==> src/adsr_pkg.sv <==
`default_nettype none

package adsr_pkg;

    localparam int unsigned EXP_DEPTH_DEF = 1024;
    localparam int unsigned AMP_FRAC_BITS = 15;
    localparam int unsigned TIME_W        = 24;
    localparam int unsigned SUS_W         = 16;
    localparam int unsigned AMP_W         = 16;
    localparam int unsigned IN_W          = 32;
    localparam int unsigned NUM_W         = 53;
    localparam int unsigned EXP_W         = 31;
    localparam int unsigned POS_FRAC_W    = 16;
    localparam int unsigned CFG_IDX_W     = 2;
    localparam int unsigned CFG_DATA_W    = 24;
    localparam int unsigned QUEUE_DEPTH   = 4;

    localparam logic [SUS_W-1:0] AMP_ONE = SUS_W'(1 << AMP_FRAC_BITS);

    localparam logic [TIME_W-1:0] RST_ATTACK  = 24'd5000;
    localparam logic [TIME_W-1:0] RST_DECAY   = 24'd100000;
    localparam logic [SUS_W-1:0]  RST_SUSTAIN = 16'd22938;
    localparam logic [TIME_W-1:0] RST_RELEASE = 24'd300000;

    typedef enum logic [1:0] {
        CFG_ATTACK,
        CFG_DECAY,
        CFG_SUSTAIN,
        CFG_RELEASE
    } t_cfg_idx;

    typedef enum logic [1:0] {
        MODE_HELD,
        MODE_RELEASE,
        MODE_SILENT
    } t_mode;

    typedef enum logic [1:0] {
        SEG_ATTACK,
        SEG_DECAY,
        SEG_SUSTAIN
    } t_seg;

    typedef struct packed {
        logic [TIME_W-1:0] attack;
        logic [TIME_W-1:0] decay;
        logic [SUS_W-1:0]  sustain;
        logic [TIME_W-1:0] release_t;
    } t_cfg;

    typedef struct packed {
        t_mode             mode;
        t_seg              seg;
        logic [SUS_W-1:0]  sus;
        logic [NUM_W-1:0]  num_s;
        logic [TIME_W-1:0] den_s;
        logic [NUM_W-1:0]  num_r;
        logic [TIME_W-1:0] den_r;
    } t_job;

    typedef struct packed {
        t_seg             seg;
        logic [SUS_W-1:0] sus;
    } t_side;

endpackage

`default_nettype wire

==> src/adsr_front.sv <==
`default_nettype none

module adsr_front import adsr_pkg::*; #(
    parameter int unsigned EXP_TABLE_DEPTH = EXP_DEPTH_DEF
) (
    input  wire logic            i_clk,
    input  wire logic            i_rst_n,
    input  wire t_cfg            i_cfg,
    input  wire logic            i_valid,
    output logic                 o_ready,
    input  wire logic [IN_W-1:0] i_press_elapsed,
    input  wire logic            i_note_held,
    input  wire logic [IN_W-1:0] i_release_elapsed,
    output logic                 o_push,
    output t_job                 o_job,
    input  wire logic            i_full
);

    localparam int unsigned PROD_W = SUS_W + TIME_W;

    logic              w_adv1, w_adv2;
    logic [IN_W-2:0]   w_p, w_r;
    logic [TIME_W:0]   w_ad;
    t_seg              n1_seg;
    t_mode             n1_mode;
    logic [SUS_W-1:0]  n1_sus;

    logic              r1_v;
    logic [TIME_W-1:0] r1_p, r1_r, r1_pa;
    t_seg              r1_seg;
    t_mode             r1_mode;
    logic [SUS_W-1:0]  r1_sus;

    logic [PROD_W-1:0] w_prod;
    t_job              n2_job;
    logic              r2_v;
    t_job              r2_job;

    assign w_adv2  = !r2_v || !i_full;
    assign w_adv1  = !r1_v || w_adv2;
    assign o_ready = w_adv1;
    assign o_push  = r2_v && !i_full;
    assign o_job   = r2_job;

    always_comb begin
        w_p  = i_press_elapsed[IN_W-1] ? '0 : i_press_elapsed[IN_W-2:0];
        w_r  = i_release_elapsed[IN_W-1] ? '0 : i_release_elapsed[IN_W-2:0];
        w_ad = {1'b0, i_cfg.attack} + {1'b0, i_cfg.decay};
        priority if (w_p < (IN_W-1)'(i_cfg.attack)) begin
            n1_seg = SEG_ATTACK;
        end else if (w_p < (IN_W-1)'(w_ad)) begin
            n1_seg = SEG_DECAY;
        end else begin
            n1_seg = SEG_SUSTAIN;
        end
        priority if (i_note_held) begin
            n1_mode = MODE_HELD;
        end else if (i_cfg.release_t == '0 || w_r >= (IN_W-1)'(i_cfg.release_t)) begin
            n1_mode = MODE_SILENT;
        end else begin
            n1_mode = MODE_RELEASE;
        end
        n1_sus = (i_cfg.sustain > AMP_ONE) ? AMP_ONE : i_cfg.sustain;
    end

    always_ff @(posedge i_clk) begin
        if (!i_rst_n) begin
            r1_v <= 1'b0;
        end else if (w_adv1) begin
            r1_v <= i_valid;
        end
    end

    always_ff @(posedge i_clk) begin
        if (w_adv1) begin
            r1_p    <= w_p[TIME_W-1:0];
            r1_r    <= w_r[TIME_W-1:0];
            r1_pa   <= w_p[TIME_W-1:0] - i_cfg.attack;
            r1_seg  <= n1_seg;
            r1_mode <= n1_mode;
            r1_sus  <= n1_sus;
        end
    end

    always_comb begin
        w_prod       = (AMP_ONE - r1_sus) * r1_pa;
        n2_job.mode  = r1_mode;
        n2_job.seg   = r1_seg;
        n2_job.sus   = r1_sus;
        n2_job.den_r = i_cfg.release_t;
        n2_job.num_r = (NUM_W'(r1_r) * NUM_W'(EXP_TABLE_DEPTH)) << POS_FRAC_W;
        unique case (r1_seg)
            SEG_ATTACK: begin
                n2_job.num_s = NUM_W'(r1_p) << AMP_FRAC_BITS;
                n2_job.den_s = i_cfg.attack;
            end
            SEG_DECAY: begin
                n2_job.num_s = NUM_W'(w_prod);
                n2_job.den_s = i_cfg.decay;
            end
            default: begin
                n2_job.num_s = '0;
                n2_job.den_s = i_cfg.decay;
            end
        endcase
    end

    always_ff @(posedge i_clk) begin
        if (!i_rst_n) begin
            r2_v <= 1'b0;
        end else if (w_adv2) begin
            r2_v <= r1_v;
        end
    end

    always_ff @(posedge i_clk) begin
        if (w_adv2) begin
            r2_job <= n2_job;
        end
    end

endmodule

`default_nettype wire

==> config.mk <==
export PLATFORM = sky130hd
export DESIGN_NAME = adsr_front
export DESIGN_NICKNAME = d
export VERILOG_FILES = /design/src/adsr_pkg.sv /design/src/adsr_front.sv
export SDC_FILE = /design/constraint.sdc
export NUM_CORES = 1
export LEC_CHECK = 0
export ABC_AREA = 1
export BUFFER_PORTS_ARGS = -buffer_cell sky130_fd_sc_hd__buf_2
export CORE_ASPECT_RATIO = 1.5
export CORE_UTILIZATION = 55
export CTS_BUF_LIST = sky130_fd_sc_hd__clkbuf_16
export CTS_CLUSTER_SIZE = 8
export DETAILED_ROUTE_END_ITERATION = 7
export PLACE_DENSITY = 0.76
export SETUP_SLACK_MARGIN = 0.05
export SLEW_MARGIN = 20
export SYNTH_ARGS = -nofsm -noshare
export SYNTH_HDL_FRONTEND = slang
export SYNTH_SLANG_ARGS = --single-unit
==> constraint.sdc <==
create_clock -name i_clk -period 15.1 [get_ports i_clk]
set_input_delay 0.755 -clock i_clk [delete_from_list [all_inputs] [get_ports i_clk]]
set_output_delay 0.755 -clock i_clk [all_outputs]
set_load 0.03 [all_outputs]
# Word level (Yosys, flattened, before mapping)
# Cells that the tools add are included.
# word_totals
ramBits	0
inputBits	157
n_memories	0
latch_bits	0
regBits	239
mem_bits_ro	0
output_inout_bits	176
# op_classes
n_shift	0
n_lt_le_gt_ge	4
bitwise	0
div	0
eq_ne	1
n_addsub	3
muxes	5
n_mul	1
reduce_logical	9
# op_table
op	n
$pmux 64 s2	1
$mux 31	2
$mul 17x25->40	1
$ge 31x24->1	1
$lt 31x24->1	1
$lt 31x25->1	1
$add 24x24->25	1
$logic_not 24->1	1
$sub 24x24->24	1
$sub 16x16->17 const A	1
$gt 16x16->1 const B	1
$mux 2	2
$logic_not 1->1	3
$logic_or 1x1->1	3
$eq 2x1->1 const B	1
$logic_not 2->1	1
$logic_and 1x1->1	1

# Depth between registers and ports, before layout
# Gate-level depths: netlist (run 1).
# depth
word_depth	4
ltp_mapped	36

# Worst setup path before layout (run 1)
# OpenSTA, ideal clock, no wires.
# synth_path
path_type	register to register
startpoint	reg r1_sus[0]
endpoint	reg r2_job (netlist bit o_job[135]), data pin
synth_period_minus_slack_ps	6444
arrival_time_ps	6191
n_path_buf	2
path_slack_ps	8656
stages_incl_launch_ff	35
path_cell_list	edfxtp_1 > buf_6 > inv_1 > ha_1 > nand3_1 > nor2_1 > nand2_1 > o21ai_0 > nand2_1 > inv_1 > buf_2 > nand2_1 > fa_1 > inv_1 > fa_1 > inv_1 > fa_1 > inv_1 > fa_1 > inv_1 > fa_1 > inv_1 > fa_1 > ha_1 > nand2_1 > inv_1 > nand2_1 > nor3_1 > nand2_1 > nand2_1 > nand3_1 > nand2_1 > nand2_1 > nand3_1 > nand2_1
# synth_lines
item	line_no	rtl
from (decl)	adsr_front.sv:32	logic [SUS_W-1:0] r1_sus;
from (signal assigned)	adsr_front.sv:81	r1_sus <= n1_sus;
to (signal assigned)	adsr_front.sv:118	r2_job <= n2_job;
to (decl)	adsr_front.sv:37	t_job r2_job;

==> results of run 1 <==
-- registers in the layout (all words and copies together), names as in the netlist --
| register | cells |
|---|---|
| r1_seg | 2 |
| o_job | 132 |
| r1_v | 1 |
| r1_sus | 16 |
| r2_v | 1 |
| r1_p | 24 |
| r1_pa | 24 |
| r1_mode | 2 |
| r1_r | 24 |
-- stage by stage --
stage | std cells | worst slack (ps) | area, um2 | util (%) | hold WS (ps)
finish | 4106 | 6624 | 29500 | 61.69 | 407.8
global route | 4106 | 6160 | 29500 | 61.69 | 411.2
CTS | 4106 | 6645 | 29490 | 61.67 | 390.8
detailed placement | 4063 | 6720 | 28530 | 59.67 | 405.4
global placement | 4063 | 6707 | 28530 | 59.67 | 400.8
floorplan | 3280 | 8656 | 26840 | - | 400.3
-- routing by layer --
metal,wire length [um],GRT usage [%],vias to the layer above
met5,12,0,-
met1,26790,34.83,10556
met4,7571,27.72,2
met3,5746,6.426,336
met2,41520,62.20,951
li1,-,-,10328
-- path summary, 6_finish.rpt --
kind / startpoint / end
worst max-delay path: r1_sus[0] / o_job[129]
worst min-delay path: r1_r[21] / o_job[71]
worst max register to register: r1_sus[0] / o_job[129]
worst min register to register: r1_r[21] / o_job[71]
-- cell usage after synthesis, types with 13 or more instances --
cell type,instances
inv_1,767
nand2_1,710
nor2_1,338
fa_1,331
ha_1,228
edfxtp_1,224
a21oi_1,150
nand3_1,114
o21ai_0,77
clkbuf_1,65
buf_4,42
xnor2_1,28
xor2_1,23
nand4_1,19
nor3_1,19
buf_2,13
-- logic make-up after synthesis --
kind of cell             synth area share (%)
XOR/XNOR                                1.674
buffers and inverters                   13.24
multiplexers                          0.04220
flip-flops                              25.36
AO/OA/AOI/OAI                           5.233
AND/OR/NAND/NOR                         18.91
other                                 0.01405
adder cells (fa/ha/maj)                 35.53
-- worst max-delay path, cell delays in order (launching register included) --
cell and delay [ps]:
edfxtp_1 350, buf_4 230, nor3_4 230, nand2_2 100, nor2_4 140, nand3_1 150
o21ai_1 750, nand2_1 570, nor2_1 300, fa_1 480, fa_1 530, fa_1 530
fa_1 530, fa_1 560, inv_1 60, fa_1 540, inv_1 40, ha_1 360
nand2_1 170, nor2_1 150, inv_1 110, nor3_1 560, o21ai_0 310, nand3_1 170
nor2_1 60, o21ai_0 280
-- cell type report --
type	instances	area share, %
Sequential cell	226	22.94
Inverter	769	9.785
Tap cell	600	2.545
Clock inverter	9	0.3648
Clock buffer	34	2.884
Multi-Input combinational cell	2163	56.18
Timing Repair Buffer	305	5.302
==> results.cfg, run 1 <==
[place]
dp_hpwl_mm = 66.85
gp_congestion = 1.028
io_buffers = 290

[setup_path]
cp-end-kind = flop
reg2regPathDepth = 25
rrSetupSlack_ps = 6620
crit_type = flop to flop
path_max_fanout = 26
worstPathRequired_ps = 15410
cp.arrival_ps = 8780
worstSetupStartpointType = flop

[synthesis]
avgSynthCellArea_um2 = 8.238
synth_edf_count = 224
yosysSeqAreaShare_pct = 25.36
syn_inst = 3239
syn-cell-area_um2 = 26680
yosys_most_used_dff = edfxtp_1
yosys-top-cells-area = edfxtp_1, fa_1, inv_1
yosys.area.top_type_share_pct = 25.21
ys_async_sr_fraction_pct = 0
yosysTopAreaCell = edfxtp_1
yosys.cell_types.count = 42
ys_ff_latch = 226
synth_warnings = 0

[worst_hold_path]
holdPathStages = 0
hp-class = flop to flop

[global_route]
antenna_found_initial = 1
grt_max_degree = 72
grt_pass1_wl_mm = 128.0
grt_use_total_pct = 34.57
overflow = 0
grt_pass1_vias = 24048

[sta]
max_slew.worst_pin.slew_ps = 956.8
min_period_over_period_pct = 56.13
relSlewSlack_pct = 36.22
finalHoldViolCount = 0
skew_ps = 39.41
setup_viol = 0
min_period_ps = 8476
finalSetupTns_ps = 0
finalMaxSlewViolations = 0
rsz0062_at_grt = no
fmax_mhz = 118.0

[drt]
vias = 22173
drc_errors = 0
antenna_left = 0
drt_iter0_drc = 1396
routed_wl_mm = 81.65
wire_per_inst_um = 19.89
firstDrtPassIters = 6
vias_per_cell = 5.400

[finish]
multi_input_area_um2 = 16570
regArea_um2 = 6766
num_antenna_cells = 0
final_nets = 4215
layout_common_cells = inv_1, nand2_1, nor2_1, fa_1, buf_2
area_growth_pct = 10.56
fillerInstances = 4316
layout-drive-gt1-share_pct = 10.58
final_common_cell = inv_1

[clock_network]
cts-root-buf = clkbuf_16
cts.sinks = 226
cts_max_path_buffers = 3
insertion_delay_ps = 550
postCtsSetupRepairBufs = 0
htreeDepth = 2
clk_pin_slew_ps = 50
cts_tree = yes
holdBufCountCts = 0
ctsResizeCount = 0
cts_inserted_buffers = 34

[floorplan]
fp.dieH_um = 271.8
num_rows = 98
initial_core_util_pct = 55.80
die-area_um2 = 49410
ios = 333
die_x_um = 181.8
coreArea_um2 = 47820

[run]
maxCapViolCount = 0

[run_status]
status = completed
Power of run 1 is left out: the tool's default activity adds up to more than one toggle a clock period on the data nets, which glitch-free logic cannot reach.
==> inputs of run 2 (changes only) <==
==> constraint.sdc (replaced) <==
create_clock -name i_clk -period 8.2 [get_ports i_clk]
set_input_delay 0.41 -clock i_clk [delete_from_list [all_inputs] [get_ports i_clk]]
set_output_delay 0.41 -clock i_clk [all_outputs]
set_load 0.03 [all_outputs]
==> run 2 against run 1 <==
  * Die area unchanged
  * First-iteration DRC count up 7.0%
  * Cell count grew 0.63%
  * Worst setup slack got worse by 6100 ps
  * Critical endpoint is now o_job[135]
  * Critical path depth grew 6
  * Clock skew fell by 10 ps
  * Non-clock buffer count is 22 higher
  * Sequential cell count unchanged
  * Global-route usage shrank 0.94 points
  * Clock-buffer cell count is the same
  * Fmax grew 9.9%
  * Via count about the same
==> results.cfg, run 2 (synthesis gave the netlist of run 1 again) <==
[sta]
rsz0062_at_grt = no
relSlewSlack_pct = 37.54
finalSetupTns_ps = 0
hold_ws_ps = 76.32
min_period_over_period_pct = 94.02
finalMaxSlewViolations = 0
skew_ps = 29.32
setup_viol = 0
min_period_ps = 7709
fmax_mhz = 129.7
max_slew.worst_pin.slew_ps = 936.9
finalHoldViolCount = 0

[run]
maxCapViolCount = 0

[finish]
final_common_cell = inv_1
layout_common_cells = inv_1, nand2_1, nor2_1, fa_1, buf_2
fin_util_pct = 62.03
largest_reg_flops = 132
layout-drive-gt1-share_pct = 11.22
area_growth_pct = 11.17
final_nets = 4237

[worst_hold_path]
holdPathStages = 1
holdPathEnd = o_job[7]
hp-class = input port to flop
hold_start = i_cfg[7]

[clock_network]
insertion_delay_ps = 540
cts-root-buf = clkbuf_16
cts.sinks = 226
htreeDepth = 2
clk_pin_slew_ps = 50
cts_inserted_buffers = 34
cts_max_path_buffers = 3
cts_tree = yes

[place]
dp_hpwl_mm = 66.24
gp_congestion = 0.9933
io_buffers = 290

[floorplan]
die_x_um = 181.8
coreArea_um2 = 47820
die-area_um2 = 49410
ios = 333
initial_core_util_pct = 55.80
num_rows = 98
fp.dieH_um = 271.8

[drt]
drt_iter0_drc = 1494
vias_per_cell = 5.364
wire_per_inst_um = 19.34
firstDrtPassIters = 7
routed_wl_mm = 79.91
antenna_left = 0
drc_errors = 0
vias = 22166

[global_route]
grt_max_degree = 72
grt.met1_usage_pct = 35.45
use_met2_pct = 61.09
grt_pass1_wl_mm = 125.2
overflow = 0
antenna_found_initial = 3
grt_pass1_vias = 23793
grt_use_total_pct = 33.63
grt.busiest_layer = met2
use_met3_pct = 4.695

[setup_path]
cp-end-kind = flop
worstPathRequired_ps = 8470
max_stage_delay_ps = 580
cpMaxStageDelayCell = fa_1
rrSetupSlack_ps = 490
critical_path_depth = 31
worstSetupStartpointType = flop
path_max_fanout = 14
path_buf_inv = 7
r2r-start = r1_sus[0]
path_delay_family = adder cells
reg2regPathDepth = 31
crit_type = flop to flop
cp.arrival_ps = 7980
r2r-end = o_job[135]
crit_path_frequent_cell = nand2_1

[run_status]
status = completed
run 2: cell type report:
type,count,area (um2)
Inverter,769,2890
Fill cell,4220,18160
Clock buffer,34,850.8
Timing Repair Buffer,327,1729
Tap cell,600,750.7
Sequential cell,226,6766
Multi-Input combinational cell,2163,16580
Antenna cell,3,7.507
Clock inverter,10,86.33
run 2: metal layers:
layer  vias up  wire [um]
met5         -          0
met4         0       6442
met3       290       5105
met2       938      41150
met1     10582      27210
li1      10356          -
run 2: worst max-delay path by stage:
stage,endpoint,slack [ps],startpoint
CTS,o_job[135],410,r1_sus[0]
global placement,o_job[127],440,r1_sus[0]
detailed placement,o_job[135],450,r1_sus[0]
floorplan,o_job[135],1760,r1_sus[0]
finish,o_job[135],490,r1_sus[0]
global route,o_job[135],110,r1_sus[0]
run 2: what timing repair did:
item | CTS | global route
hold buffers | 0 | 0
gates resized for setup | 0 | 3
setup buffers | 0 | 0
setup endpoints to repair | 0 | 2
run 2: stage by stage:
step	setup WS (ps)	std cells	instance area, um2
6_report	490.6	4132	29660
5_1_grt	109.4	4132	29660
4_1_cts	411.2	4129	29640
3_5_place_dp	449.0	4085	28710
3_3_place_gp	439.1	4085	28700
2_1_floorplan	1756	3280	26840
Power of run 2 is left out for the same reason.
