`src/adsr_pkg.sv`:
```
`default_nettype none

package adsr_pkg;

    localparam int unsigned EXP_DEPTH_DEF = 1024;
    localparam int unsigned AMP_FRAC_BITS = 15;
    localparam int unsigned TIME_W        = 24;
    localparam int unsigned SUS_W         = 16;
    localparam int unsigned AMP_W         = 16;
    localparam int unsigned IN_W          = 32;
    localparam int unsigned NUM_W         = 53;
    localparam int unsigned EXP_W         = 31;
    localparam int unsigned POS_FRAC_W    = 16;
    localparam int unsigned CFG_IDX_W     = 2;
    localparam int unsigned CFG_DATA_W    = 24;
    localparam int unsigned QUEUE_DEPTH   = 4;

    localparam logic [SUS_W-1:0] AMP_ONE = SUS_W'(1 << AMP_FRAC_BITS);

    localparam logic [TIME_W-1:0] RST_ATTACK  = 24'd5000;
    localparam logic [TIME_W-1:0] RST_DECAY   = 24'd100000;
    localparam logic [SUS_W-1:0]  RST_SUSTAIN = 16'd22938;
    localparam logic [TIME_W-1:0] RST_RELEASE = 24'd300000;

    typedef enum logic [1:0] {
        CFG_ATTACK,
        CFG_DECAY,
        CFG_SUSTAIN,
        CFG_RELEASE
    } t_cfg_idx;

    typedef enum logic [1:0] {
        MODE_HELD,
        MODE_RELEASE,
        MODE_SILENT
    } t_mode;

    typedef enum logic [1:0] {
        SEG_ATTACK,
        SEG_DECAY,
        SEG_SUSTAIN
    } t_seg;

    typedef struct packed {
        logic [TIME_W-1:0] attack;
        logic [TIME_W-1:0] decay;
        logic [SUS_W-1:0]  sustain;
        logic [TIME_W-1:0] release_t;
    } t_cfg;

    typedef struct packed {
        t_mode             mode;
        t_seg              seg;
        logic [SUS_W-1:0]  sus;
        logic [NUM_W-1:0]  num_s;
        logic [TIME_W-1:0] den_s;
        logic [NUM_W-1:0]  num_r;
        logic [TIME_W-1:0] den_r;
    } t_job;

    typedef struct packed {
        t_seg             seg;
        logic [SUS_W-1:0] sus;
    } t_side;

endpackage

`default_nettype wire

```
`src/adsr_queue.sv`:
```
`default_nettype none

module adsr_queue import adsr_pkg::*; #(
    parameter int unsigned WIDTH = 8,
    parameter int unsigned DEPTH = QUEUE_DEPTH
) (
    input  wire logic             i_clk,
    input  wire logic             i_rst_n,
    input  wire logic             i_push,
    input  wire logic [WIDTH-1:0] i_data,
    input  wire logic             i_pop,
    output logic [WIDTH-1:0]      o_data,
    output logic                  o_full,
    output logic                  o_nonempty
);

    localparam int unsigned PTR_W = (DEPTH > 1) ? $clog2(DEPTH) : 1;
    localparam int unsigned CNT_W = $clog2(DEPTH + 1);

    logic [WIDTH-1:0] r_mem [DEPTH];
    logic [PTR_W-1:0] r_wp, r_rp;
    logic [CNT_W-1:0] r_cnt;

    assign o_full     = (r_cnt == CNT_W'(DEPTH));
    assign o_nonempty = (r_cnt != '0);
    assign o_data     = r_mem[r_rp];

    always_ff @(posedge i_clk) begin
        if (i_push) begin
            r_mem[r_wp] <= i_data;
        end
    end

    always_ff @(posedge i_clk) begin
        if (!i_rst_n) begin
            r_wp  <= '0;
            r_rp  <= '0;
            r_cnt <= '0;
        end else begin
            if (i_push) begin
                r_wp <= (r_wp == PTR_W'(DEPTH - 1)) ? '0 : r_wp + PTR_W'(1);
            end
            if (i_pop) begin
                r_rp <= (r_rp == PTR_W'(DEPTH - 1)) ? '0 : r_rp + PTR_W'(1);
            end
            if (i_push && !i_pop) begin
                r_cnt <= r_cnt + CNT_W'(1);
            end else if (!i_push && i_pop) begin
                r_cnt <= r_cnt - CNT_W'(1);
            end
        end
    end

`ifndef SYNTHESIS
    a_no_overflow: assert property (@(posedge i_clk) disable iff (!i_rst_n)
        i_push |-> (!o_full || i_pop))
        else $error("Queue written while full.");
    a_no_underflow: assert property (@(posedge i_clk) disable iff (!i_rst_n)
        i_pop |-> o_nonempty)
        else $error("Queue read while empty.");
    a_count_track: assert property (@(posedge i_clk) disable iff (!i_rst_n)
        (i_push && !i_pop) |=> (r_cnt == $past(r_cnt) + CNT_W'(1)))
        else $error("Queue count did not follow a push.");
`endif

endmodule

`default_nettype wire

```
`config.mk`:
```
export PLATFORM = sky130hd
export DESIGN_NAME = adsr_queue
export DESIGN_NICKNAME = d
export VERILOG_FILES = /design/src/adsr_pkg.sv /design/src/adsr_queue.sv
export SDC_FILE = /design/constraint.sdc
export NUM_CORES = 1
export LEC_CHECK = 0
export ABC_AREA = 0
export BUFFER_PORTS_ARGS = -buffer_cell sky130_fd_sc_hd__buf_2
export CAP_MARGIN = 20
export CORE_MARGIN = 1
export CORE_UTILIZATION = 50
export DETAILED_ROUTE_END_ITERATION = 12
export GPL_ROUTABILITY_DRIVEN = 0
export PLACE_DENSITY = 0.74
export SYNTH_ARGS = -nofsm -noshare
export SYNTH_HDL_FRONTEND = slang
export SYNTH_SLANG_ARGS = --single-unit
export TNS_END_PERCENT = 20
```
`constraint.sdc`:
```
create_clock -name i_clk -period 1.7 [get_ports i_clk]
set_clock_uncertainty 0.2 [all_clocks]
set_input_delay 0.085 -clock i_clk [delete_from_list [all_inputs] [get_ports i_clk]]
set_output_delay 0.085 -clock i_clk [all_outputs]
set_load 0.01 [all_outputs]
```
---- Yosys cells after proc, flatten, opt, wreduce, memory -nomap -nowiden ----
Memories as Yosys holds them, arrays and structs flattened. A register that Yosys moved wholly into a read port is not among the register bits.
Index checks and enable logic that the tools add are counted.
cells by class
  add/subtract/negate cells ............... 4
  equality and inequality tests ........... 3
  multiplexer cells ....................... 8
  reductions and logical operators ........ 6
operator list
  operator               count
  $mux W2                4
  $mux W3                2
  $add A2 B1 Y2 const B  2
  $eq A2 B2 Y1 const B   2
  $add A3 B1 Y3 const B  1
  $eq A3 B3 Y1 const B   1
  $reduce_bool A3 Y1     1
  $sub A3 B1 Y3 const B  1
  $logic_and A1 B1 Y1    2
  $logic_not A1 Y1       2
  $mux W1                2
  $reduce_bool A2 Y1     1
word-level totals
  register bits ........................... 7
  bits in writable memories ............... 32
  output and inout bits ................... 10
  memories kept ........................... 1
memory list
  memory  words  bits a word  read ports  clocked after memory_dff  wr ports  line              RTL
  r_mem   4      8            1           1                         1         adsr_queue.sv:20  logic [WIDTH-1:0] r_mem [DEPTH];

---- Longest topological paths before layout ----
Gate-level depths: netlist of the first run.
  depth in word-level cells ............... 4
  mapped depth ............................ 7
  mapped depth without buffers ............ 7

---- Least setup slack after synthesis of the first run ----
Ideal clock, no wire load.
  path type ............................... register -> register
  start ................................... register r_cnt[0]
  end ..................................... register r_cnt[2]
  data arrival time ....................... 1320 ps
  path slack .............................. 110 ps
  stages on the path, launching flop included .. 5
  buffers on the path ..................... 0
  cell sequence ........................... dfxtp_1 -> fa_1 -> xor2_1 -> or3_1 -> a21boi_1
on the way
  word-level cells in the longest chain between the ends .. 3
  elaborated cells on any way between the ends .. 4
RTL lines
  item                      line              RTL
  start: declaration        adsr_queue.sv:22  logic [CNT_W-1:0] r_cnt;
  start signal: assignment  adsr_queue.sv:47  r_cnt <= r_cnt + CNT_W'(1);
  start signal: assignment  adsr_queue.sv:49  r_cnt <= r_cnt - CNT_W'(1);
  $sub A3 B1 Y3             adsr_queue.sv:49
  $mux W3                   adsr_queue.sv:48  end else if (!i_push && i_pop) begin
  $mux W3 *                 adsr_queue.sv:46  if (i_push && !i_pop) begin
Mark *: on every way between the ends. The rest lies on a longest branch, timed or not. The select of a mux whose other input is x is not followed.
A chain may end at the register's enable or synchronous reset.

==> results.md, run 1 <==
* Die area at 3460 µm²
* Worst-skew pair later-pin latency at 340 ps
* VDD IR max at 654 µV
* CTS Root Cell: clkbuf_4
* Critical path peak fanout at 8
* Slew at the pin with the worst max-slew slack at ~390 ps
* Sw Ratio at 22.4%
* Avg Vias per Cell at 4.84
* # Post-CTS Setup Buffers at 0
* CTS tree: built
* Max-slew headroom at 73.9%
* Core area at ~3100 µm²
* Area of the multi-input gates at about 450 µm²
* Reg power frac at 55.9%
* Number of inserted diodes at 0
* Clock Power Share at 29.3%
* Hold Path Class: in2reg
* Failing checks: negative setup slack
* Outcome: finished, violations left
* Antenna viol nets, final at 0
* Wirelength per Cell at 14.5 µm
* Synth Register Bits at 41
* Pins over their slew limit at 0
* CP Capture Type: output pin
* Pwr/cell area at 1000 nW/µm²
* Synth warn at 0
* Largest net degree at the start of global routing at 15
* Iter 0 DRT Violations at 17
* Final period demand of the worst path at 1770 ps
* Die Y at 58.9 µm
* Ratio of cells with drive above 1 in the final layout at a little under two fifths
* Number of global-route vias before repair at 844
* Clock sink count at 41
* Final setup violation count at 8
* Num rows at 20
* Routed wire length at roughly 2.6 mm
* Register area share after synthesis at 70.6%
* DR DRC count at 0
* Initial antenna violation count at 0
* Critical path required time at ~1400 ps
* Max-cap violations at 0
* Detail Placement HPWL at about 1.7 mm
* CTS H-tree lvls at 2
* GRT Total Usage at 16.9%
* Final period util at 104%
* Setup ws final at -74.2 ps
* Syn nets at 105
* Kind of critical path: reg2out
* Post-Syn Area at 1620 µm²
* Post-place setup slack at -6.26 ps
* Final hold vios at 0
* Total power at between 0.002 and 0.0025 W
* First-pass GRT wire length at 3.90 mm
* GRT overflow at 0
* Comb power frac at 14.7%
* NetSw at 0.000473 W
* PortBufs at 21
* Die Width at roughly 59 µm
* Area Overhead vs Synth at 29.7%
* IO Count at 22
* Initial core utilization at a little over half
* Unrepaired setup endpoints after global routing: yes
* Vias at approximately 860
* Seq. cell area at 1140 µm²
* Setup crit start kind: register
* LEAKAGE at 0.794 nW
* Synth cell types at 20
* Worst path arrival time at between 1000 and 1500 ps
* Post-layout net count at 152
* Worst-path clk slew at 120 ps
* Syn Inst Count at 86
* Fmax at 0.564 GHz
* Layout fillers at 223
* TritonRoute pass-1 iters at 3
* Inserted Clock Buffers at 5
* Avg Cell Area, Syn at roughly 19 µm²
* Longest Clk Path Bufs at 2
* Cell-internal power at 0.00163 W
[per-stage QoR]
step	instance area, µm²	TNS [ps]	util, %	hold WS [ps]	instances
after detailed placement	1840	-6.26	60.3	102	158
after floorplan	1620	0	-	-16.1	86
after global placement	1840	0	60.3	95.8	158
final	2100	-508	68.7	67.3	178
after CTS	2050	-717	67.2	58.6	178
after global routing	2100	-1170	68.7	82.8	178
[what timing repair did]
action,in CTS,in global routing
resized for setup,2,9
endpoints found under the hold margin,41,0
hold buffers,12,0
setup endpoints to repair,8,11
[registers in the layout (all words and copies together), names as in the netlist, named ones only]
signal,flops
r_mem,32
r_rp,2
r_cnt,3
r_wp,2
[critical path, stage by stage, from the launching register on]
cell and delay, ps:
dfxtp_2 360, buf_12 130, mux4_2 520, buf_6 140
[worst paths after layout]
path | start | to | slack [ps] | depth (start not counted)
worst max register to register | r_rp[1] | r_rp[0] | 20 | 4
worst max-delay path | register | o_data[7] | -70 | 3
worst min register to register | r_cnt[2] | r_cnt[2] | 320 | 2
worst min-delay path | i_push | r_cnt[2] | 70 | 4
[layout make-up]
cell class / instances / area share [%]
sequential: 41 / 54.6
tap: 44 / 2.63
multi-input combinational: 39 / 21.4
clock buffer: 5 / 1.79
timing repair buffer: 42 / 16.6
clock inverter: 3 / 2.21
inverter: 4 / 0.716
[placed cells by master (no fill, tap or decap)]
cell type and count:
a21boi_1 1, and2_1 5, buf_12 1, buf_2 14, buf_4 8, buf_6 7, bufinv_16 1, clkbuf_4 5
clkinv_4 1, clkinvlp_4 1, dfxtp_1 6, dfxtp_2 3, dlygate4sd3_1 12, edfxtp_1 32, fa_1 1, ha_1 6
inv_1 4, mux2i_1 4, mux4_2 8, nor2_1 1, nor2b_1 5, nor3_2 1, nor3b_1 1, o21a_1 1
o21ai_0 1, or3_1 2, xnor2_1 1, xor2_1 1
[cells by family after synthesis]
kind of cell,Yosys count,synth area share (%)
muxes,12,13.6
adders and majority gates,7,5.88
xor gates and xnor gates,2,1.08
DFF,41,70.6
buffers and inverters,6,1.93
AOI/OAI and AO/OA,3,1.24
and+or+nand+nor,15,5.65
[Yosys cell counts]
cell | instances | area, µm²
nor3b_1 | 1 | 7.51
mux2i_1 | 4 | 40.0
nor2b_1 | 5 | 31.3
edfxtp_1 | 32 | 961
o21a_1 | 1 | 7.51
xor2_1 | 1 | 8.76
fa_1 | 1 | 20.0
mux4_2 | 8 | 180
o21ai_0 | 1 | 5.00
clkbuf_2 | 1 | 5.00
a21boi_1 | 1 | 7.51
and2_1 | 5 | 31.3
or3_1 | 2 | 12.5
ha_1 | 6 | 75.1
nor2_1 | 1 | 3.75
xnor2_1 | 1 | 8.76
dfxtp_1 | 9 | 180
buf_6 | 1 | 11.3
nor3_1 | 1 | 5.00
inv_1 | 4 | 15.0
[power by group through the flow]
| stage | logic [W] | clock network, W | registers, W |
|---|---|---|---|
| final | 0.000310 | 0.000617 | 0.00118 |
| after global routing | 0.000340 | 0.000673 | 0.00118 |
| after CTS | 0.000287 | 0.000635 | 0.00118 |
| after detailed placement | 0.000259 | 0 | 0.00120 |
| after global placement | 0.000249 | 0 | 0.00119 |
| after floorplan | 0.000162 | 0 | 0.00118 |
[per-layer routing]
| metal | up-vias | GRT usage [%] | wire [µm] | share of wire (%) |
|---|---|---|---|---|
| li1 | 421 | - | - | - |
| met1 | 415 | 18.7 | 1040 | 40 |
| met2 | 20 | 28.7 | 1400 | 54 |
| met3 | 6 | 6.15 | 101 | 3.9 |
| met4 | 0 | 8.16 | 46 | 1.8 |
| met5 | - | 0 | 0 | 0 |
Note: power is estimated with default switching activity, not from simulation.
==> inputs of run 2 (changes only) <==
--- a/config.mk
+++ b/config.mk
@@ -9,10 +9,10 @@
 export BUFFER_PORTS_ARGS = -buffer_cell sky130_fd_sc_hd__buf_2
 export CAP_MARGIN = 20
 export CORE_MARGIN = 1
-export CORE_UTILIZATION = 50
+export CORE_UTILIZATION = 49
 export DETAILED_ROUTE_END_ITERATION = 12
 export GPL_ROUTABILITY_DRIVEN = 0
-export PLACE_DENSITY = 0.74
+export PLACE_DENSITY = 0.72
 export SYNTH_ARGS = -nofsm -noshare
 export SYNTH_HDL_FRONTEND = slang
 export SYNTH_SLANG_ARGS = --single-unit
==> results.md, run 2 (same netlist as run 1, synthesis figures left out) <==
* Unrepaired setup endpoints after global routing: yes
* LEAKAGE at 0.797 nW
* Num rows at 20
* Max FFs per register at 32
* Setup crit start kind: register
* GRT Total Usage at 18.3%
* Initial core utilization at 52.1%
* PortBufs at 21
* Post-layout net count at 153
* Worst path arrival time at 1480 ps
* Worst-path clk slew at 110 ps
* Initial antenna violation count at 0
* Fmax at approximately 0.57 GHz
* CP Cell Sequence: buf_12, mux4_2, buf_6
* Hold Path Class: in2reg
* Iter 0 DRT Violations at 14
* Vias at 887
* Area Overhead vs Synth at 28.8%
* Critical Path Max Stage Delay at ~520 ps
* DR DRC count at 0
* Longest Clk Path Bufs at 2
* Final period util at 104%
* CTS Root Cell: clkbuf_4
* Pins over their slew limit at 0
* Slowest-stage cell, CP: mux4_2
* CTS H-tree lvls at 2
* Number of inserted diodes at 0
* Final Util at 67.1%
* # Post-CTS Setup Buffers at 0
* VDD IR max at roughly 600 µV
* Ratio of cells with drive above 1 in the final layout at a little over a third
* Most flops, register: r_mem
* Most frequent cells in the layout: edfxtp_1 (32), buf_2 (15), dlygate4sd3_1 (11)
* Critical path required time at around 1400 ps
* Kind of critical path: reg2out
* Core area at 3100 µm²
* Slew at the pin with the worst max-slew slack at 415 ps
* Routed wire length at about 2.7 mm
* Final period demand of the worst path at 1770 ps
* Die Y at 59.4 µm
* CTS tree: built
* Max-cap violations at 0
* Critical path peak fanout at 8
* Pwr/cell area at 999 nW/µm²
* Final setup violation count at 8
* Die area at 3530 µm²
* Antenna viol nets, final at 0
* Wirelength per Cell at roughly 15 µm
* Detail Placement HPWL at 1.94 mm
* Smallest hold slack at 0.408 ps
* Final hold vios at 0
* IO Count at 22
* First-pass GRT wire length at between 4 and 5 mm
* Post-place setup slack at -20.3 ps
* Cell Area, Placed at roughly 1800 µm²
* Max-slew headroom at 72.3%
* Number of global-route vias before repair at 937
* Final Instance Area at 2080 µm²
* Total power at between 0.002 and 0.0025 W
* Top flop regs: r_mem x32, r_cnt x3
* Failing checks: negative setup slack
* Worst-skew pair later-pin latency at 330 ps
* Inserted Clock Buffers at 5
* Avg Vias per Cell at 4.96
* TritonRoute pass-1 iters at 4
* Clock sink count at 41
* Largest net degree at the start of global routing at 14
* Setup ws final at -68.8 ps
* Die Width at 59.4 µm
* CP Capture Type: output pin
* GRT overflow at 0
* Outcome: finished, violations left
* Commonest non-fill, non-tap cell in the layout: edfxtp_1
==> run 2: cell type report <==
cell class / instances / area [µm²]
fill: 233 / 1020
multi-input combinational: 39 / 444
clock inverter: 2 / 35.0
timing repair buffer: 43 / 348
tap: 44 / 55.1
inverter: 4 / 15.0
clock buffer: 6 / 41.3
sequential: 41 / 1140
==> run 2: final timing paths <==
kind              startpoint         to  slack [ps]  depth (start not counted)
setup / recovery    register  o_data[7]         -70                          3
hold reg to reg     r_cnt[2]   r_cnt[2]         300                          2
setup reg to reg    r_cnt[0]   r_cnt[2]          60                          4
hold / removal         i_pop   register         0.4                          4
==> run 2: where the power goes <==
part           leakage [nW]  internal (W)  switching [W]
logic                 0.386      0.000177       0.000129
registers             0.369       0.00114      0.0000351
clock network        0.0422      0.000308       0.000290
total                 0.797       0.00163       0.000454
==> run 2: metrics by stage <==
stage / cells / TNS (ps)
floorplan: 86 / 0
global route: 179 / -905
global placement: 160 / 0
finish: 179 / -414
CTS: 179 / -646
detailed placement: 160 / -20.3
==> run 2: critical path, delay by kind of cell, from the launching register on <==
kind / cells / cell delay [ps]
buffers and inverters: 2 / 270
DFF: 1 / 350
muxes: 1 / 520
==> run 2: metal layers <==
layer / part of all wire [%] / wire length, µm / global-route usage, %
met5: 0 / 0 / 0
met4: 1.8 / 49 / 8.16
met1: 39 / 1060 / 19.5
met2: 56 / 1540 / 34.2
met3: 3.3 / 91 / 3.93
==> run 2: repair_timing <==
| action | CTS | global route |
|---|---|---|
| endpoints found under the hold margin | 41 | 0 |
| pin swaps | 0 | 0 |
| endpoints found under the setup margin | 8 | 9 |
| gates resized for setup | 8 | 3 |
| gates cloned | 0 | 0 |
| hold buffers | 11 | 0 |
==> inputs of run 3 (changes only) <==
--- a/config.mk
+++ b/config.mk
@@ -9,11 +9,10 @@
 export BUFFER_PORTS_ARGS = -buffer_cell sky130_fd_sc_hd__buf_2
 export CAP_MARGIN = 20
 export CORE_MARGIN = 1
-export CORE_UTILIZATION = 49
+export CORE_UTILIZATION = 50
 export DETAILED_ROUTE_END_ITERATION = 12
 export GPL_ROUTABILITY_DRIVEN = 0
-export PLACE_DENSITY = 0.72
+export PLACE_DENSITY = 0.74
 export SYNTH_ARGS = -nofsm -noshare
 export SYNTH_HDL_FRONTEND = slang
 export SYNTH_SLANG_ARGS = --single-unit
-export TNS_END_PERCENT = 20
==> results.md, run 3 (same netlist as run 1, synthesis figures left out) <==
* Outcome: finished, violations left
* Failing checks: negative setup slack
* Final period demand of the worst path at 1770 ps
* Slowest-stage cell, CP: mux4_2
* CTS H-tree lvls at 2
* Commonest non-fill, non-tap cell in the layout: edfxtp_1
* CP Capture Type: output pin
* GRT Total Usage at between 10% and 20%
* R2r startpoint: r_rp[0]
* Smallest hold slack at between 50 and 60 ps
* Unrepaired setup endpoints after global routing: yes
* Initial antenna violation count at 0
* Number of global-route vias before repair at between 800 and 900
* Worst path arrival time at around 1500 ps
* Cell Area, Placed at 1840 µm²
* Wirelength per Cell at 14.5 µm
* First-pass GRT wire length at between 3 and 4 mm
* Setup ws final at -74.7 ps
* Critical Path Max Stage Delay at 520 ps
* GRT overflow at 0
* Largest net degree at the start of global routing at 15
* Core area at 3050 µm²
* Vias at 873
* Final Instance Area at between 2000 and 2500 µm²
* Number of inserted diodes at 0
* Max-slew headroom at 73.9%
* CTS Root Cell: clkbuf_4
* Hold Crit Depth at 4
* Pins over their slew limit at 0
* Hold Path Class: in2reg
* Die area at 3460 µm²
* TritonRoute pass-1 iters at 4
* IO Count at 22
* Worst-path clk slew at between 100 and 150 ps
* Final Util at between 60 and 70%
* Slew at the pin with the worst max-slew slack at 391 ps
* Max-cap violations at 0
* Hold_sp: i_push
* Worst r2r path cells at 4
* CP bufs+invs at 2
* Initial core utilization at around 53%
* Avg Vias per Cell at 4.88
* Worst-skew pair later-pin latency at approximately 340 ps
* Fmax at ~0.56 GHz
* Worst Hold Path EP: r_cnt[2]
* Final setup violation count at 8
* Post-layout net count at about 150
* Pwr/cell area at 1000 nW/µm²
* Setup crit start kind: register
* Area Overhead vs Synth at 30.5%
* Detail Placement HPWL at about 1.7 mm
* Most frequent cells in the layout: edfxtp_1 (32), buf_2 (14), dlygate4sd3_1 (12)
* PortBufs at 21
* Final period util at 104%
* Final hold vios at 0
* Die Y at 58.9 µm
* Inserted Clock Buffers at 5
* Antenna viol nets, final at 0
* Max FFs per register at 32
* VDD IR max at a little under 700 µV
* CP Cell Sequence: buf_12, mux4_2, buf_6
* Top flop regs: r_mem x32, r_cnt x3
* Iter 0 DRT Violations at 22
* Ratio of cells with drive above 1 in the final layout at between 30% and 40%
* Critical path required time at 1410 ps
* Die Width at 58.9 µm
* Routed wire length at between 2 and 3 mm
* LEAKAGE at 0.799 nW
* Num rows at 20
* Longest Clk Path Bufs at 2
* Critical path peak fanout at 8
* Kind of critical path: reg2out
* Top delay family on crit path: multiplexers
* CTS tree: built
* R2R Setup Slk at 20 ps
* DR DRC count at 0
* Most flops, register: r_mem
* Clock sink count at 41
[run 3: timing repair]
action                                  in CTS  in global routing
setup buffers                                0                  1
endpoints found under the setup margin       8                 11
gates resized for setup                      2                 11
hold buffers                                12                  0
pin swaps                                    0                  1
hold endpoints to repair                    41                  0
[run 3: metal layers]
metal	global-route usage [%]	routed length [µm]	vias up
met1	18.7	1040	423
met2	28.7	1420	20
li1	-	-	424
met5	0	0	-
met4	8.16	46	0
met3	6.15	101	6
[run 3: worst max path at each step]
stage | from | end | slack (ps) | cells after the start
2_1_floorplan | r_cnt[0] | r_cnt[2] | 110 | 4
3_3_place_gp | i_pop | r_cnt[2] | 30 | 8
3_5_place_dp | i_pop | r_cnt[2] | -6 | 8
4_1_cts | register | o_data[0] | -100 | 3
5_1_grt | register | o_data[7] | -150 | 3
6_report | register | o_data[7] | -70 | 3
[run 3: cell type report]
class / count / area, µm²
Sequential cell: 41 / 1150
Fill cell: 220 / 943
Multi-Input combinational cell: 39 / 452
Timing Repair Buffer: 43 / 357
Tap cell: 44 / 55.1
Clock inverter: 3 / 46.3
Clock buffer: 5 / 37.5
Inverter: 4 / 15.0
[run 3: worst min-delay path: cells and delay by family]
family / cells / cell delay (ps)
AO/OA/AOI/OAI: 1 / 50
adder cells (fa/ha/maj): 1 / 200
buffers and inverters: 1 / 90
AND/OR/NAND/NOR: 1 / 130
[run 3: metrics by stage]
step                      worst slack (ps)  power [W]  cells  setup TNS [ps]
after CTS                             -105    0.00210    178            -717
after global routing                  -147    0.00221    179           -1140
after global placement                25.8    0.00144    158               0
after detailed placement             -6.26    0.00146    158           -6.26
after floorplan                        110    0.00135     86               0
final                                -74.7    0.00212    179            -511
[run 3: where the power goes]
part           leakage [nW]  switching [W]  internal, W
Combinational         0.388       0.000132     0.000186
Sequential            0.369      0.0000372      0.00114
Clock                0.0414       0.000309     0.000311
